==> src/rtl/rgb2yuv_pkg.sv <==
// Shared constants, types and helper functions for the RGB to YUV 4:2:0 converter.
// Depends on nothing; used by rgb2yuv_csc and rgb_to_yuv420_converter.
`default_nettype none

package rgb2yuv_pkg;

    // line geometry
    localparam int MAX_WIDTH   = 2048;
    localparam int STORE_DEPTH = MAX_WIDTH / 2;
    localparam int COL_W       = $clog2(MAX_WIDTH);
    localparam int IDX_W       = $clog2(STORE_DEPTH);
    localparam int LEN_W       = COL_W + 1;
    localparam int CFG_W       = 12;
    localparam int RESET_WIDTH = 640;

    // sample widths
    localparam int PIX_W  = 8;
    localparam int PAIR_W = PIX_W + 1;
    localparam int QUAD_W = PIX_W + 2;
    localparam int ENTRY_W = 2 * PAIR_W;
    localparam int PROD_W = 24;
    localparam int FRAC_W = 16;

    // Q16 coefficients
    localparam logic [15:0] COEF_YR = 16'd19595;
    localparam logic [15:0] COEF_YG = 16'd38470;
    localparam logic [15:0] COEF_YB = 16'd7471;
    localparam logic [15:0] COEF_UR = 16'd11036;
    localparam logic [15:0] COEF_UG = 16'd21732;
    localparam logic [15:0] COEF_VG = 16'd27440;
    localparam logic [15:0] COEF_VB = 16'd5328;
    localparam logic [7:0]  CHROMA_OFFSET = 8'd128;

    // clamp limits
    localparam logic [7:0] LUMA_MIN   = 8'd16;
    localparam logic [7:0] LUMA_MAX   = 8'd235;
    localparam logic [7:0] CHROMA_MIN = 8'd16;
    localparam logic [7:0] CHROMA_MAX = 8'd240;

    typedef logic [PIX_W-1:0]   pix_t;
    typedef logic [COL_W-1:0]   col_t;
    typedef logic [IDX_W-1:0]   idx_t;
    typedef logic [LEN_W-1:0]   len_t;
    typedef logic [ENTRY_W-1:0] entry_t;

    // saturate a byte to a range
    function automatic pix_t clamp_byte(input pix_t x, input pix_t lo, input pix_t hi);
        pix_t r;
        r = x;
        if (x < lo)
        begin
            r = lo;
        end
        else if (x > hi)
        begin
            r = hi;
        end
        return r;
    endfunction

    // usable line length: even, at least two, at most the maximum width
    function automatic len_t line_len(input logic [CFG_W-1:0] fw);
        logic [31:0] w;
        w = {20'd0, fw[CFG_W-1:1], 1'b0};
        if (w < 32'd2)
        begin
            w = 32'd2;
        end
        else if (w > 32'(MAX_WIDTH))
        begin
            w = 32'(MAX_WIDTH);
        end
        return w[LEN_W-1:0];
    endfunction

endpackage

`default_nettype wire

==> src/rtl/rgb2yuv_csc.sv <==
// Per-pixel colour-space conversion: clamped Y and raw U, V from one RGB pixel.
// Depends on rgb2yuv_pkg for coefficients, widths and the clamp function.
`default_nettype none

module rgb2yuv_csc
(
    input  wire rgb2yuv_pkg::pix_t blue,
    input  wire rgb2yuv_pkg::pix_t green,
    input  wire rgb2yuv_pkg::pix_t red,
    output rgb2yuv_pkg::pix_t      luma,
    output rgb2yuv_pkg::pix_t      u_raw,
    output rgb2yuv_pkg::pix_t      v_raw
);

    localparam int PW = rgb2yuv_pkg::PROD_W;
    localparam int FW = rgb2yuv_pkg::FRAC_W;

    logic [PW-1:0] y_sum;
    logic [PW-1:0] u_sum;
    logic [PW-1:0] v_sum;
    logic [PW-1:0] u_base;
    logic [PW-1:0] v_base;

    // luma: weighted sum of the three components
    assign y_sum = PW'(rgb2yuv_pkg::COEF_YR) * PW'(red)
                 + PW'(rgb2yuv_pkg::COEF_YG) * PW'(green)
                 + PW'(rgb2yuv_pkg::COEF_YB) * PW'(blue);

    // chroma: offset plus half component, minus the other two terms
    assign u_base = PW'({rgb2yuv_pkg::CHROMA_OFFSET, {FW{1'b0}}})
                  + PW'({1'b0, blue[rgb2yuv_pkg::PIX_W-1:1], {FW{1'b0}}});
    assign v_base = PW'({rgb2yuv_pkg::CHROMA_OFFSET, {FW{1'b0}}})
                  + PW'({1'b0, red[rgb2yuv_pkg::PIX_W-1:1], {FW{1'b0}}});

    assign u_sum = u_base
                 - PW'(rgb2yuv_pkg::COEF_UR) * PW'(red)
                 - PW'(rgb2yuv_pkg::COEF_UG) * PW'(green);
    assign v_sum = v_base
                 - PW'(rgb2yuv_pkg::COEF_VG) * PW'(green)
                 - PW'(rgb2yuv_pkg::COEF_VB) * PW'(blue);

    // truncate to the integer byte, clamp luma only
    assign luma  = rgb2yuv_pkg::clamp_byte(y_sum[FW+7:FW], rgb2yuv_pkg::LUMA_MIN,
                                           rgb2yuv_pkg::LUMA_MAX);
    assign u_raw = u_sum[FW+7:FW];
    assign v_raw = v_sum[FW+7:FW];

endmodule

`default_nettype wire

==> config.mk <==
export PLATFORM = sky130hd
export DESIGN_NAME = rgb2yuv_csc
export DESIGN_NICKNAME = d
export VERILOG_FILES = /design/src/rtl/rgb2yuv_pkg.sv /design/src/rtl/rgb2yuv_csc.sv
export SDC_FILE = /design/constraint.sdc
export NUM_CORES = 1
export LEC_CHECK = 0
export ABC_AREA = 1
export BUFFER_PORTS_ARGS = -buffer_cell sky130_fd_sc_hd__buf_2
export CORE_UTILIZATION = 25
export DETAILED_ROUTE_END_ITERATION = 10
export SLEW_MARGIN = 20
export SYNTH_ARGS = -nofsm -noshare
export SYNTH_HDL_FRONTEND = slang
export SYNTH_SLANG_ARGS = --single-unit
==> constraint.sdc <==
create_clock -name vclk -period 14.1
set_input_delay 2.82 -clock vclk [all_inputs]
set_output_delay 2.82 -clock vclk [all_outputs]
set_load 0.03 [all_outputs]
==> impl_metrics.ini <==
[run_status]
status = finished clean

[cells_and_area]
register_area_um2 = 0
nFlopsAndLatches = 0
final_area_um2 = 15800
syn_to_final_growth_pct = 8.15
drive_gt1_frac = 0.0510
antenna_cells = 0
utilization = 0.274
fillers = 6347
clkbuf_count = 0
finalNetCount = 2457
multi_input_area_um2 = 12800
final_cells = 2607

[setup_path]
critPathCaptureType = output port
start_kind = input pin
worst_path_largest_cell_delay_ns = 0.54
worstPathMaxFanout = 12
crit_type = input pin to output port
required_ns = 11.28
path_common_cell = nand2_1
arrival_ns = 9.89
worst_path_max_delay_cell = fa_1

[synthesis]
syn_avg_cell_area_um2 = 8.15
synth_cells = 1795
synth_top_area_frac = 0.332
synth_area_leader_cell = ha_1
yosys_warnings = 0
yosysMostFrequentCell = inv_1
ys_seq_area_frac = 0
ys_top_cells_by_count = inv_1 (471), ha_1 (388), nand2_1 (205), fa_1 (201), a21oi_1 (134)
syn_area_um2 = 14600
syn_nets = 2408
synth_cell_types = 43
synth_area_leaders = ha_1 (33%), fa_1 (28%), inv_1 (12%), nand2_1 (5.3%), a21oi_1 (4.6%)

[clocking]
hold_buffers = 0
post-cts-setup-buffer-count = 0
ctsResizeCount = 0

[placement]
dp.cells = 2607
detailed_place_hpwl_um = 34100
place_area_um2 = 15800
port_buffers = 48
gp_congestion = 0.904

[floorplanning]
die_area_um2 = 59500
coreArea_um2 = 57700
dieWidth_um = 244
start_util = 0.253
rows = 88
die_height_um = 244
pin_count = 48

[drt]
vias = 11400
wl_per_cell_um = 14.3
drtIter0Drc = 518
drt_wl_total_um = 37300
first_pass_iters = 5
ant_nets = 0
drc = 0
vias_per_cell = 4.36

[timing]
fmax_mhz = 78.7
period_minus_slack_ns = 12.71
finalHoldViolations = 0
tightest_slew_ns = 0.521
slew_headroom = 0.651
finalSetupViolCount = 0
slew_viol_final = 0
grt_setup_unrepaired = false
layout_worst_path_cycle_share = 0.901
setup_tns_ns = 0

[global_route]
antenna_found_initial = 5
grt_usage = 0.129
gr-total-overflow = 0
grt_pass1_vias = 11600
grt_pass1_wl_um = 61300
grt_max_degree = 13

[min_path]
hp-class = input pin to output port

[job]
cap_violations = 0
==> final cells by class <==
type,instances,area share
repair buffers,48,0.0152
inverters,477,0.113
multi-input cells,1317,0.811
well taps,765,0.0605
==> critical path, delay by kind of cell <==
family,cells,cell delay [ns]
simple gates,16,1.80
fa+ha+maj,9,3.91
xor+xnor,1,0.23
compound gates,1,0.12
buf+inv,7,0.97
==> cells by family (layout without fill, tap and decap cells) <==
group	count (synthesis)	count (layout)	share of synthesized area
xor+xnor	88	88	0.0527
simple gates	386	386	0.120
fa+ha+maj	589	589	0.607
compound gates	254	254	0.0980
buf+inv	478	525	0.123
==> metrics by stage <==
step / setup WS, ns / hold slack [ns]
2_1_floorplan: 2.13 / 6.01
3_3_place_gp: 1.48 / 6.39
3_5_place_dp: 1.36 / 6.39
4_1_cts: 1.34 / 6.40
5_1_grt: 0.858 / 6.41
6_report: 1.39 / 6.36
==> metal layers <==
metal  wire length, um  GRT usage
met5                74          0
met4               690     0.0195
met3              1490     0.0132
met2             16900      0.214
met1             18200      0.181
==> final timing paths <==
| path | slack [ns] | from | depth (start not counted) | to |
|---|---|---|---|---|
| worst max-delay path | 1.39 | green[6] | 34 | luma[2] |
| worst min-delay path | 6.36 | blue[7] | 5 | u_raw[7] |
==> cell usage in the layout, fill, tap and decap left out, types with 3 or more instances in the layout <==
| master | Yosys | final |
|---|---|---|
| inv_1 | 471 | 471 |
| a21oi_1 | 134 | 134 |
| a211oi_1 | 3 | 3 |
| a21boi_1 | 4 | 4 |
| nand2_1 | 205 | 205 |
| nand3b_1 | 4 | 4 |
| nand3_2 | 6 | 6 |
| o21ai_1 | 9 | 9 |
| fa_1 | 201 | 201 |
| nand2_2 | 6 | 6 |
| o2111ai_1 | 5 | 5 |
| inv_2 | 6 | 6 |
| nand3_1 | 39 | 39 |
| xor2_1 | 60 | 60 |
| nand2_4 | 3 | 3 |
| nor2_2 | 6 | 6 |
| o21bai_1 | 12 | 12 |
| xnor2_1 | 28 | 28 |
| o211ai_1 | 6 | 6 |
| a31oi_1 | 7 | 7 |
| nor3_1 | 13 | 13 |
| nor2_4 | 3 | 3 |
| nand4_1 | 12 | 12 |
| o21ai_0 | 50 | 50 |
| a21o_1 | 14 | 14 |
| or2_2 | 6 | 6 |
| nor2_1 | 72 | 72 |
| buf_2 | 1 | 48 |
| ha_1 | 388 | 388 |
| nor4_1 | 3 | 3 |
Power is left out: the tool's default activity adds up to more than one toggle a clock period on the data nets, which glitch-free logic cannot reach.
